## src/design/fdfc_pkg.sv

```systemverilog
// Shared types, codes and constants for the floppy DMA FIFO controller.
// No dependencies; every other file in the design imports this package.
package fdfc_pkg;

  // Default sizing handed to the top level
  localparam int FIFO_DEPTH_DEFAULT        = 6;
  localparam int BYTE_VALID_WINDOW_DEFAULT = 7;

  // Operation codes of an incoming transaction
  localparam logic [1:0] OP_LENGTH_WRITE = 2'd0;
  localparam logic [1:0] OP_DISK_BYTE    = 2'd1;
  localparam logic [1:0] OP_DMA_SLOT     = 2'd2;
  localparam logic [1:0] OP_STATUS_READ  = 2'd3;

  // Result kinds
  localparam logic [1:0] KIND_NONE       = 2'd0;
  localparam logic [1:0] KIND_MEM_WORD   = 2'd1;
  localparam logic [1:0] KIND_DRIVE_BYTE = 2'd2;
  localparam logic [1:0] KIND_STATUS     = 2'd3;

  // DMA modes
  localparam logic [1:0] MODE_OFF   = 2'd0;
  localparam logic [1:0] MODE_WAIT  = 2'd1;
  localparam logic [1:0] MODE_READ  = 2'd2;
  localparam logic [1:0] MODE_WRITE = 2'd3;

  // Configuration register indexes
  localparam logic CFG_SYNC_WORD   = 1'b0;
  localparam logic CFG_SYNC_ENABLE = 1'b1;

  // Length register fields and the sync mark reset value
  localparam int          LEN_DMA_EN_BIT  = 15;
  localparam int          LEN_WRITE_BIT   = 14;
  localparam logic [15:0] LEN_COUNT_MASK  = 16'h3FFF;
  localparam logic [15:0] SYNC_WORD_RESET = 16'h4489;

  typedef struct packed {
    logic [1:0]  operation;
    logic [15:0] value;
    logic [7:0]  disk_byte;
    logic        drive_selected;
    logic        dma_master_enable;
    logic [31:0] now_cycle;
  } req_t;

  typedef struct packed {
    logic [1:0]  kind;
    logic [15:0] data;
    logic        sync_irq;
    logic        block_irq;
    logic [1:0]  dma_mode;
    logic        last;
  } rsp_t;

  // Controller to datapath commands
  typedef struct packed {
    logic capture;
    logic exec;
    logic pop;
  } ctrl_cmd_t;

  // Datapath to controller status
  typedef struct packed {
    logic flush_req;
    logic flush_last;
  } ctrl_stat_t;

endpackage

```

## src/design/fdfc_ctrl.sv

```systemverilog
// Sequencer for the floppy DMA FIFO controller: handshakes and item steps.
// Depends on fdfc_pkg; drives the datapath through ctrl_cmd_t.
module fdfc_ctrl
  import fdfc_pkg::*;
(
  input  logic       clk,
  input  logic       rst,
  input  logic       req_valid,
  output logic       req_stall,
  output logic       rsp_valid,
  input  logic       rsp_stall,
  input  ctrl_stat_t stat,
  output ctrl_cmd_t  cmd
);

  localparam logic [1:0] ST_IDLE  = 2'd0;
  localparam logic [1:0] ST_EXEC  = 2'd1;
  localparam logic [1:0] ST_FLUSH = 2'd2;

  logic [1:0] state;
  logic [1:0] state_next;
  logic       rsp_free;
  logic       rsp_load;

  // The output register can take a result when empty or being drained
  assign rsp_free  = !rsp_valid || !rsp_stall;
  assign req_stall = (state != ST_IDLE);

  // Step through capture, execute and flush
  always_comb begin
    state_next  = state;
    cmd.capture = 1'b0;
    cmd.exec    = 1'b0;
    cmd.pop     = 1'b0;
    rsp_load    = 1'b0;
    case (state)
      ST_IDLE: begin
        if (req_valid) begin
          cmd.capture = 1'b1;
          state_next  = ST_EXEC;
        end
      end
      ST_EXEC: begin
        if (rsp_free) begin
          cmd.exec = 1'b1;
          if (stat.flush_req) begin
            state_next = ST_FLUSH;
          end else begin
            rsp_load   = 1'b1;
            state_next = ST_IDLE;
          end
        end
      end
      ST_FLUSH: begin
        if (rsp_free) begin
          cmd.pop  = 1'b1;
          rsp_load = 1'b1;
          if (stat.flush_last) begin
            state_next = ST_IDLE;
          end
        end
      end
      default: begin
        state_next = ST_IDLE;
      end
    endcase
  end

  // Hold state and the output valid flag
  always_ff @(posedge clk) begin
    if (rst) begin
      state     <= ST_IDLE;
      rsp_valid <= 1'b0;
    end else begin
      state <= state_next;
      if (rsp_load) begin
        rsp_valid <= 1'b1;
      end else if (!rsp_stall) begin
        rsp_valid <= 1'b0;
      end
    end
  end

endmodule

```

## src/design/fdfc_datapath.sv

```systemverilog
// Datapath of the floppy DMA FIFO controller: mode, length, byte FIFO,
// sync compare, status word and the result register. Depends on fdfc_pkg.
module fdfc_datapath
  import fdfc_pkg::*;
#(
  parameter int FIFO_DEPTH        = FIFO_DEPTH_DEFAULT,
  parameter int BYTE_VALID_WINDOW = BYTE_VALID_WINDOW_DEFAULT
) (
  input  logic        clk,
  input  logic        rst,
  input  req_t        req,
  input  logic        cfg_we,
  input  logic        cfg_index,
  input  logic [15:0] cfg_data,
  input  ctrl_cmd_t   cmd,
  output ctrl_stat_t  stat,
  output rsp_t        rsp
);

  localparam int FW = $clog2(FIFO_DEPTH + 1);
  localparam int IW = $clog2(FIFO_DEPTH);
  localparam logic [FW-1:0] FILL_FULL  = FW'(FIFO_DEPTH);
  localparam logic [FW-1:0] FILL_TRIM  = FW'(FIFO_DEPTH - 2);
  localparam logic [FW:0]   FILL_LIMIT = (FW + 1)'(FIFO_DEPTH);
  localparam logic [31:0]   WINDOW     = 32'(BYTE_VALID_WINDOW);

  // Configuration
  logic [15:0] sync_word;
  logic        word_sync_enable;

  // Captured transaction
  req_t item;

  // Controller state
  logic [1:0]                  mode;
  logic [15:0]                 length_reg;
  logic [FIFO_DEPTH-1:0][7:0]  fifo_bytes;
  logic [FW-1:0]               fifo_fill;
  logic [7:0]                  last_disk_byte;
  logic [31:0]                 last_byte_time;
  logic                        word_equal;

  logic [1:0]                  mode_next;
  logic [15:0]                 length_reg_next;
  logic [FIFO_DEPTH-1:0][7:0]  fifo_bytes_next;
  logic [FW-1:0]               fifo_fill_next;
  logic [7:0]                  last_disk_byte_next;
  logic [31:0]                 last_byte_time_next;
  logic                        word_equal_next;

  // Helpers
  logic [FW-1:0]               fill_base;
  logic [FW-1:0]               push_fill;
  logic [FIFO_DEPTH-1:0][7:0]  push_bytes;
  logic [FW-1:0]               fill_m1;
  logic [FW-1:0]               fill_m2;
  logic [IW-1:0]               pop_idx;
  logic [IW-1:0]               pop2_idx;
  logic                        room2;
  logic [15:0]                 count_dec;
  logic [31:0]                 elapsed;
  logic                        sync_hit;
  logic                        flush_req;
  rsp_t                        exec_rsp;
  rsp_t                        flush_rsp;
  logic                        rsp_load;

  // Single-byte push: a full FIFO drops its oldest word first
  assign fill_base  = (fifo_fill >= FILL_FULL) ? FILL_TRIM : fifo_fill;
  assign push_fill  = fill_base + FW'(1);
  assign push_bytes = {fifo_bytes[FIFO_DEPTH-2:0], item.disk_byte};
  assign sync_hit   = (push_fill >= FW'(2)) &&
                      ({push_bytes[1], push_bytes[0]} == sync_word);

  // Pop positions: the oldest byte sits at fill - 1
  assign fill_m1   = fifo_fill - FW'(1);
  assign fill_m2   = fifo_fill - FW'(2);
  assign pop_idx   = fill_m1[IW-1:0];
  assign pop2_idx  = fill_m2[IW-1:0];
  assign room2     = ({1'b0, fifo_fill} + (FW + 1)'(2)) <= FILL_LIMIT;
  assign count_dec = length_reg - 16'd1;
  assign elapsed   = item.now_cycle - last_byte_time;

  // Execute one transaction
  always_comb begin
    mode_next           = mode;
    length_reg_next     = length_reg;
    fifo_bytes_next     = fifo_bytes;
    fifo_fill_next      = fifo_fill;
    last_disk_byte_next = last_disk_byte;
    last_byte_time_next = last_byte_time;
    word_equal_next     = word_equal;
    flush_req           = 1'b0;
    exec_rsp            = '0;
    exec_rsp.kind       = KIND_NONE;
    case (item.operation)
      OP_LENGTH_WRITE: begin
        length_reg_next = item.value;
        if (!item.value[LEN_DMA_EN_BIT]) begin
          mode_next       = MODE_OFF;
          fifo_bytes_next = '0;
          fifo_fill_next  = '0;
        end else if (length_reg[LEN_DMA_EN_BIT]) begin
          if (length_reg[LEN_WRITE_BIT] && item.value[LEN_WRITE_BIT]) begin
            mode_next = MODE_WRITE;
          end else begin
            mode_next = word_sync_enable ? MODE_WAIT : MODE_READ;
          end
          fifo_bytes_next = '0;
          fifo_fill_next  = '0;
        end
      end
      OP_DISK_BYTE: begin
        if (item.drive_selected && (mode == MODE_WAIT || mode == MODE_READ)) begin
          last_disk_byte_next = item.disk_byte;
          last_byte_time_next = item.now_cycle;
          fifo_bytes_next     = push_bytes;
          fifo_fill_next      = push_fill;
          word_equal_next     = sync_hit;
          if (sync_hit) begin
            exec_rsp.sync_irq = 1'b1;
            if (mode == MODE_WAIT) begin
              mode_next       = MODE_READ;
              fifo_bytes_next = '0;
              fifo_fill_next  = '0;
            end
          end
        end else if (item.drive_selected && mode == MODE_WRITE &&
                     fifo_fill != '0) begin
          exec_rsp.kind  = KIND_DRIVE_BYTE;
          exec_rsp.data  = {8'h00, fifo_bytes[pop_idx]};
          fifo_fill_next = fill_m1;
        end
      end
      OP_DMA_SLOT: begin
        if (item.drive_selected && (length_reg & LEN_COUNT_MASK) != '0) begin
          if (mode == MODE_READ && fifo_fill >= FW'(2)) begin
            exec_rsp.kind   = KIND_MEM_WORD;
            exec_rsp.data   = {fifo_bytes[pop_idx], fifo_bytes[pop2_idx]};
            fifo_fill_next  = fill_m2;
            length_reg_next = count_dec;
            if ((count_dec & LEN_COUNT_MASK) == '0) begin
              exec_rsp.block_irq = 1'b1;
              mode_next          = MODE_OFF;
            end
          end else if (mode == MODE_WRITE && room2) begin
            fifo_bytes_next = {fifo_bytes[FIFO_DEPTH-3:0], item.value};
            fifo_fill_next  = fifo_fill + FW'(2);
            length_reg_next = count_dec;
            if ((count_dec & LEN_COUNT_MASK) == '0) begin
              // Final word: drain the whole FIFO to the drive afterwards
              flush_req = 1'b1;
              mode_next = MODE_OFF;
            end
          end
        end
      end
      OP_STATUS_READ: begin
        exec_rsp.kind        = KIND_STATUS;
        exec_rsp.data[15]    = (elapsed <= WINDOW);
        exec_rsp.data[14]    = item.dma_master_enable && (mode != MODE_OFF);
        exec_rsp.data[13]    = length_reg[LEN_WRITE_BIT];
        exec_rsp.data[12]    = word_equal;
        exec_rsp.data[7:0]   = last_disk_byte;
      end
      default: begin
        exec_rsp.kind = KIND_NONE;
      end
    endcase
    exec_rsp.dma_mode = mode_next;
    exec_rsp.last     = 1'b1;
  end

  // One flushed byte per result, oldest first
  always_comb begin
    flush_rsp           = '0;
    flush_rsp.kind      = KIND_DRIVE_BYTE;
    flush_rsp.data      = {8'h00, fifo_bytes[pop_idx]};
    flush_rsp.block_irq = 1'b1;
    flush_rsp.dma_mode  = mode;
    flush_rsp.last      = (fifo_fill == FW'(1));
  end

  assign stat.flush_req  = flush_req;
  assign stat.flush_last = (fifo_fill == FW'(1));
  assign rsp_load        = (cmd.exec && !flush_req) || cmd.pop;

  // Configuration registers
  always_ff @(posedge clk) begin
    if (rst) begin
      sync_word        <= SYNC_WORD_RESET;
      word_sync_enable <= 1'b0;
    end else if (cfg_we) begin
      case (cfg_index)
        CFG_SYNC_WORD:   sync_word        <= cfg_data;
        CFG_SYNC_ENABLE: word_sync_enable <= cfg_data[0];
        default:         sync_word        <= sync_word;
      endcase
    end
  end

  // Controller state: advance on execute, drain on flush pop
  always_ff @(posedge clk) begin
    if (rst) begin
      mode           <= MODE_OFF;
      length_reg     <= '0;
      fifo_bytes     <= '0;
      fifo_fill      <= '0;
      last_disk_byte <= '0;
      last_byte_time <= '0;
      word_equal     <= 1'b0;
    end else if (cmd.exec) begin
      mode           <= mode_next;
      length_reg     <= length_reg_next;
      fifo_bytes     <= fifo_bytes_next;
      fifo_fill      <= fifo_fill_next;
      last_disk_byte <= last_disk_byte_next;
      last_byte_time <= last_byte_time_next;
      word_equal     <= word_equal_next;
    end else if (cmd.pop) begin
      fifo_fill <= fill_m1;
    end
  end

  // Transaction capture and result register
  always_ff @(posedge clk) begin
    if (cmd.capture) begin
      item <= req;
    end
    if (rsp_load) begin
      rsp <= cmd.pop ? flush_rsp : exec_rsp;
    end
  end

endmodule

```

## src/design/floppy_dma_fifo_controller.sv

```systemverilog
// Top level of the floppy DMA FIFO controller: sequencer plus datapath.
// Depends on fdfc_pkg, fdfc_ctrl and fdfc_datapath.
//
// Disk DMA controller with a byte FIFO and sync-mark detection. Each request
// transaction is a length write, a disk byte event, a DMA word slot or a
// status read, and yields one or more response transactions, the final one
// flagged by last. Each request is first captured and then executed in the
// datapath, which loads the output register once the response side has
// room; the next request is taken in the cycle after that. The final word
// of a write transfer instead drains the FIFO, up to FIFO_DEPTH bytes, one
// byte per cycle while the response side does not stall. The single output
// register is the limit: it holds one response at a time. Configuration
// writes are taken at any time but belong in idle periods.
module floppy_dma_fifo_controller
  import fdfc_pkg::*;
#(
  parameter int FIFO_DEPTH        = FIFO_DEPTH_DEFAULT,
  parameter int BYTE_VALID_WINDOW = BYTE_VALID_WINDOW_DEFAULT
) (
  input  logic        clk,
  input  logic        rst,
  input  logic        req_valid,
  output logic        req_stall,
  input  req_t        req,
  output logic        rsp_valid,
  input  logic        rsp_stall,
  output rsp_t        rsp,
  input  logic        cfg_we,
  input  logic        cfg_index,
  input  logic [15:0] cfg_data
);

  ctrl_cmd_t  cmd;
  ctrl_stat_t stat;

  // Sequence the transaction
  fdfc_ctrl u_ctrl (
    .clk       (clk),
    .rst       (rst),
    .req_valid (req_valid),
    .req_stall (req_stall),
    .rsp_valid (rsp_valid),
    .rsp_stall (rsp_stall),
    .stat      (stat),
    .cmd       (cmd)
  );

  // Hold state and compute results
  fdfc_datapath #(
    .FIFO_DEPTH        (FIFO_DEPTH),
    .BYTE_VALID_WINDOW (BYTE_VALID_WINDOW)
  ) u_datapath (
    .clk       (clk),
    .rst       (rst),
    .req       (req),
    .cfg_we    (cfg_we),
    .cfg_index (cfg_index),
    .cfg_data  (cfg_data),
    .cmd       (cmd),
    .stat      (stat),
    .rsp       (rsp)
  );

endmodule
```

## config.mk

```make
export PLATFORM = sky130hd
export DESIGN_NAME = floppy_dma_fifo_controller
export DESIGN_NICKNAME = d
export VERILOG_FILES = /design/src/design/fdfc_pkg.sv /design/src/design/fdfc_ctrl.sv /design/src/design/fdfc_datapath.sv /design/src/design/floppy_dma_fifo_controller.sv
export SDC_FILE = /design/constraint.sdc
export NUM_CORES = 1
export LEC_CHECK = 0
export BUFFER_PORTS_ARGS = -buffer_cell sky130_fd_sc_hd__buf_2
export CAP_MARGIN = 40
export CELL_PAD_IN_SITES_DETAIL_PLACEMENT = 1
export CELL_PAD_IN_SITES_GLOBAL_PLACEMENT = 1
export CORE_ASPECT_RATIO = 0.75
export CORE_UTILIZATION = 42
export DETAILED_ROUTE_END_ITERATION = 8
export HOLD_SLACK_MARGIN = 0.1
export PLACE_DENSITY = 0.83
export REMOVE_ABC_BUFFERS = 1
export SLEW_MARGIN = 30
export SYNTH_ARGS = -nofsm -noshare
export SYNTH_HDL_FRONTEND = slang
export SYNTH_SLANG_ARGS = --single-unit
```

## constraint.sdc

```tcl
create_clock -name clk -period 3.8 [get_ports clk]
set_input_delay 0.19 -clock clk [delete_from_list [all_inputs] [get_ports clk]]
set_output_delay 0.19 -clock clk [all_outputs]
set_load 0.02 [all_outputs]
```

; ---- Word level (Yosys, flattened, before mapping)
; Cells that the tools add are included.
[op_classes]
eq_ne = 26
n_lt_le_gt_ge = 7
addsub = 7
bitwise = 3
n_mux = 77
reduce_logical = 34
[op_table]
columns = op, n
row1 = $mux 48, 8
row2 = $pmux 48 s3, 1
row3 = $mux 18, 3
row4 = $bmux 8 s3, 2
row5 = $mux 16, 3
row6 = $mux 3, 12
row7 = $le 32x3->1 const B, 1
row8 = $mux 2, 16
row9 = $pmux 16 s2, 1
row10 = $sub 32x32->32, 1
row11 = $pmux 8 s3, 1
row12 = $mux 1, 20
row13 = $pmux 6 s3, 1
row14 = $mux 17, 1
row15 = $eq 16x16->1, 1
row16 = $logic_not 16->1, 1
row17 = $mux 8, 2
row18 = $ne 4x4->1 const B, 4
row19 = $reduce_bool 16->1, 1
row20 = $sub 16x1->16 const B, 1
row21 = $ne 2x1->1 const B, 7
row22 = $mux 13, 1
row23 = $pmux 2 s3, 2
row24 = $eq 2x2->1 const B, 5
row25 = 30 further kinds, 58
[word_totals]
register_bits = 213
elab_cells = 183

; ---- Depth between registers and ports, before layout
[logic_depth]
depth_word = 11
ltp_mapped = 15
depth_no_buf = 13

; ---- Cells and area by module
; Synthesis repeated with hierarchy kept, for this count alone.
[hier_totals]
cells_unflattened = 1333
hier_area_um2 = 11992.8
[by_module_without_submodules]
columns = mod, cells_each, seq_area_each_um2, area_each_um2, instances
row1 = fdfc_datapath, 1306, 5034.8, 11760.0, 1
row2 = fdfc_ctrl, 27, 60.1, 232.7, 1

; ---- Worst setup path after synthesis
; No wires, ideal clock.
[synth_path]
kind = register -> register
startpoint = register u_datapath.item[6] (netlist name)
endpoint = register, netlist name u_datapath.rsp[20]
arrival_ns = 3.706
required_time_ns = 3.635
path_stages_with_launch = 13
path_slack_ns = -0.071
setup_time_ns = 0.165
path_cell_list = edfxtp_1 > ha_1 > buf_4 > and3b_1 > or4_1 > or4_1 > a2111oi_2 > o2111ai_1 > or4_1 > nor4_2 > nand4_1 > or4b_1 > o31ai_2
[synth_via]
elab_chain_len = 3
[synth_rtl]
columns = item, line_no
row1 = "start, declared", fdfc_datapath.sv:32  ; req_t item;
row2 = "start signal, assigned", fdfc_datapath.sv:228  ; item <= req;
row3 = $sub 32x32->32, fdfc_datapath.sv:82  ; assign elapsed = item.now_cycle - last_byte_time;
row4 = $le 32x3->1, fdfc_datapath.sv:160  ; exec_rsp.data[15] = (elapsed <= WINDOW);
row5 = $pmux 6 s3, fdfc_datapath.sv:96  ; case (item.operation)
; Every way passes these cells.
; A chain may end at the register's enable or synchronous reset.

; ---- Worst setup path after layout
[layout_path]
startpoint = register u_datapath.item[3] (netlist name)
endpoint = register, netlist name u_datapath.rsp[20]
[layout_via]
elab_chain_len = 3
[layout_rtl]
columns = item, line_no
row1 = $sub 32x32->32, fdfc_datapath.sv:82
row2 = $le 32x3->1, fdfc_datapath.sv:160
row3 = $pmux 6 s3, fdfc_datapath.sv:96
; Every way passes these cells.

==> flow_metrics.tcl <==
set metrics [dict create \
    drive_gt1_frac 0.1746 \
    worstReg2RegStart "u_datapath.item[3]" \
    tns_ns -0.1851 \
    sequentialPowerShare 0.430 \
    die-area_sq_um 29440 \
    yosys_warnings 0 \
    irDropWorstVdd_v 0.0003157 \
    synth_edf_count 83 \
    crit_path_end_kind "flop" \
    p_clk_frac 0.402 \
    cts_max_path_buffers 3 \
    worstPathArrival_ns 4.37 \
    place_hpwl_microns 28380 \
    postLayoutCoreUtil 0.5396 \
    grt_max_degree 73 \
    syn_avg_cell_area_sq_um 8.826 \
    finalWorstSetupSlack_ns -0.1851 \
    rr_worst_depth 11 \
    yosysTopAreaCell "dfxtp_1" \
    rrSetupSlack_ns -0.19 \
    synth_ff_type "dfxtp_1" \
    p_per_area_nw_per_um2 389.2 \
    drt_iter0_markers 875 \
    drv_cap 0 \
    path_max_fanout 4 \
    syn_area_sq_um 12070 \
    regMostFlops "u_datapath.item" \
    slew_headroom 0.4242 \
    gp_congestion 0.9201 \
    whs_path_depth 2 \
    synth_area_leaders "dfxtp_1 22%, edfxtp_1 21%, nand2_1 7.4%" \
    async_flop_share 0 \
    cts_max_level 1 \
    seq_area_sq_um 5096 \
    io_pins 107 \
    seq_area_frac_synth 0.4220 \
    critPathRequiredTime_ns 4.18 \
    grt_pass1_wl_microns 66840 \
    leakage_nw 5.663 \
    hold_end "u_datapath.rsp[20]" \
    port_buffers 106 \
    wire_per_inst_microns 21.52 \
    cts-buffers-inserted 24 \
    grt_pass1_vias 12090 \
    fin_crit_ns 3.985 \
    dr_total_vias 11640 \
    rsz0062_at_grt "yes" \
    min-delay-start "rsp_stall" \
    antenna_found_initial 0 \
    drv_slew 0 \
    synth.distinct_cells 74 \
    synth_top_area_frac 0.2155 \
    avgViaCountPerCell 5.851 \
    clock-sinks 213 \
    hp-class "in -> reg" \
    timing.final.crit_share 1.049 \
    gr-total-overflow 0 \
    syn_to_final_growth_pct 25.66 \
    clk_pin_slew_ns 0.07 \
    reg_top3 "u_datapath.item: 60 flops, u_datapath.fifo_bytes: 48 flops, u_datapath.last_byte_time: 32 flops" \
    antenna_cells 0 \
    largest_register_ffs 60 \
    failed_checks "setup timing" \
    tightest_slew_ns 0.8606 \
    rows 53 \
    cts_root_buffer "clkbuf_16" \
    cts_tree "built" \
    nets 1726 \
    first_pass_iters 7 \
    synth_seq_cells 213 \
    finalWirelength_microns 42800 \
    drc 0 \
    cts_setup_buffers 0 \
    clk_latency_ns 0.56 \
    multiInputGateArea_sq_um 6455 \
    max_freq_mhz 250.9 \
    status "complete, but fails checks" \
    criticalPathCategory "reg -> reg" \
    setup_violations 1 \
    start_kind "flop" \
    initial_core_util 0.4294 \
    grt_usage 0.2903 \
    netlist_instances 1368 \
    die_w_microns 197.8 \
    hold_viol 0 \
    n_fill_cell 3245 \
    core_area_sq_um 28120 \
    postRouteAntennaNets 0 \
    comb_power_share 0.168 \
    regToRegEndpoint "u_datapath.rsp[20]" \
    skew_ns 0.02835 \
    die_h_microns 148.8 \
    place_ws_ns -0.2820 \
    swShare 0.2826 \
    intPower_w 0.004237 \
    power.net_switching_w 0.001669 \
]
==> routing by layer <==
layer | track usage | share of wire | vias to the layer above | routed length [microns]
met5 | 0 | 0 | - | 0
met4 | 0.08605 | 0.023 | 0 | 995
met3 | 0.06240 | 0.068 | 71 | 2921
met2 | 0.4579 | 0.45 | 417 | 19260
met1 | 0.3991 | 0.46 | 5739 | 19620
li1 | - | - | 5411 | -
==> cells in the final DEF, fill, tap and decap left out, types with 10 or more instances in the layout <==
cell	netlist	final
a211oi_1	13	12
nand2b_1	11	11
nand3_1	76	76
xor2_1	23	23
dfxtp_1	130	129
a21oi_1	164	161
nand4_1	10	10
nor2_1	62	61
mux2_2	10	10
and3_1	13	13
buf_2	2	106
buf_4	1	86
nand2_1	238	238
nor3_1	15	15
dlygate4sd3_1	0	84
edfxtp_1	83	83
mux2i_1	11	11
ha_1	57	55
a22o_1	67	67
inv_1	68	68
xnor2_1	10	10
clkbuf_16	0	25
o21ai_0	39	39
mux4_2	16	16
a22oi_1	17	17
==> cells in the mapped netlist, drive strengths merged (15+ instances only) <==
library cell / n
a21oi: 164
a22o: 67
a22oi: 17
buf: 16
clkbuf: 71
dfxtp: 130
edfxtp: 83
ha: 57
inv: 68
mux4: 16
nand2: 238
nand3: 76
nor2: 62
nor3: 15
o21ai: 39
xor2: 23
==> worst max path at each step <==
| stage | from | to | slack, ns | cells after the start |
|---|---|---|---|---|
| CTS | u_datapath.item[7] | u_datapath.rsp[20] | -0.25 | 11 |
| floorplan | u_datapath.fifo_fill[0] | u_datapath.fifo_bytes[0] | -1.85 | 10 |
| detailed placement | u_datapath.item[29] | u_datapath.rsp[20] | -0.28 | 11 |
| global placement | u_datapath.item[29] | u_datapath.rsp[20] | -0.19 | 11 |
| finish | u_datapath.item[3] | u_datapath.rsp[20] | -0.19 | 11 |
| global route | u_datapath.item[0] | u_datapath.rsp[20] | -0.33 | 13 |
==> power by group through the flow <==
stage / Sequential (W) / Clock (W) / Combinational, W
after detailed placement: 0.00258 / 0 / 0.000882
after global placement: 0.00258 / 0 / 0.000851
final: 0.00254 / 0.00238 / 0.000991
after CTS: 0.00253 / 0.00242 / 0.000959
after floorplan: 0.00258 / 0 / 0.000485
after global routing: 0.00254 / 0.00250 / 0.00107
==> logic make-up (layout without fill, tap and decap cells) <==
family | after synthesis | count (layout) | share of synthesized area
buffers and inverters | 155 | 391 | 0.05067
and+or+nand+nor | 483 | 483 | 0.1836
DFF | 213 | 213 | 0.4220
adders and majority gates | 58 | 58 | 0.06073
xor gates and xnor gates | 33 | 33 | 0.02394
muxes | 37 | 37 | 0.04829
AOI/OAI and AO/OA | 389 | 389 | 0.2108
==> through the flow <==
step | power (W) | hold slack [ns] | std cells | cell area, sq um
global route | 0.006113 | 0.1140 | 1989 | 15170
CTS | 0.005917 | 0.1015 | 1988 | 15140
floorplan | 0.003066 | 0.2591 | 1281 | 11720
finish | 0.005905 | 0.1215 | 1989 | 15170
detailed placement | 0.003466 | 0.3683 | 1860 | 13460
global placement | 0.003430 | 0.3659 | 1858 | 13430
==> cell type report <==
type / count / area share
flip-flops and latches: 213 / 0.3359
repair buffers: 279 / 0.1369
clock inverters: 7 / 0.005690
clock buffers: 37 / 0.04750
multi-input cells: 1000 / 0.4254
inverters: 68 / 0.01682
well taps: 385 / 0.03175
==> what timing repair did <==
item                                   in CTS  in global routing
setup endpoints to repair                   1                 17
gates resized for setup                     6                  4
pin swaps                                   8                  7
hold buffers                               84                  0
endpoints found under the hold margin      96                  0
==> critical path, stage by stage, from the launching register on <==
cell and delay [ns]:
edfxtp_1 0.40, ha_1 0.34, a21oi_1 0.30, a21oi_2 0.12, or3_1 0.41, xor2_1 0.15
or4_1 0.49, or4_1 0.56, nor4_2 0.22, nand4_1 0.13, or4b_4 0.50, o31ai_2 0.18
(Power assumes the default switching activity.)
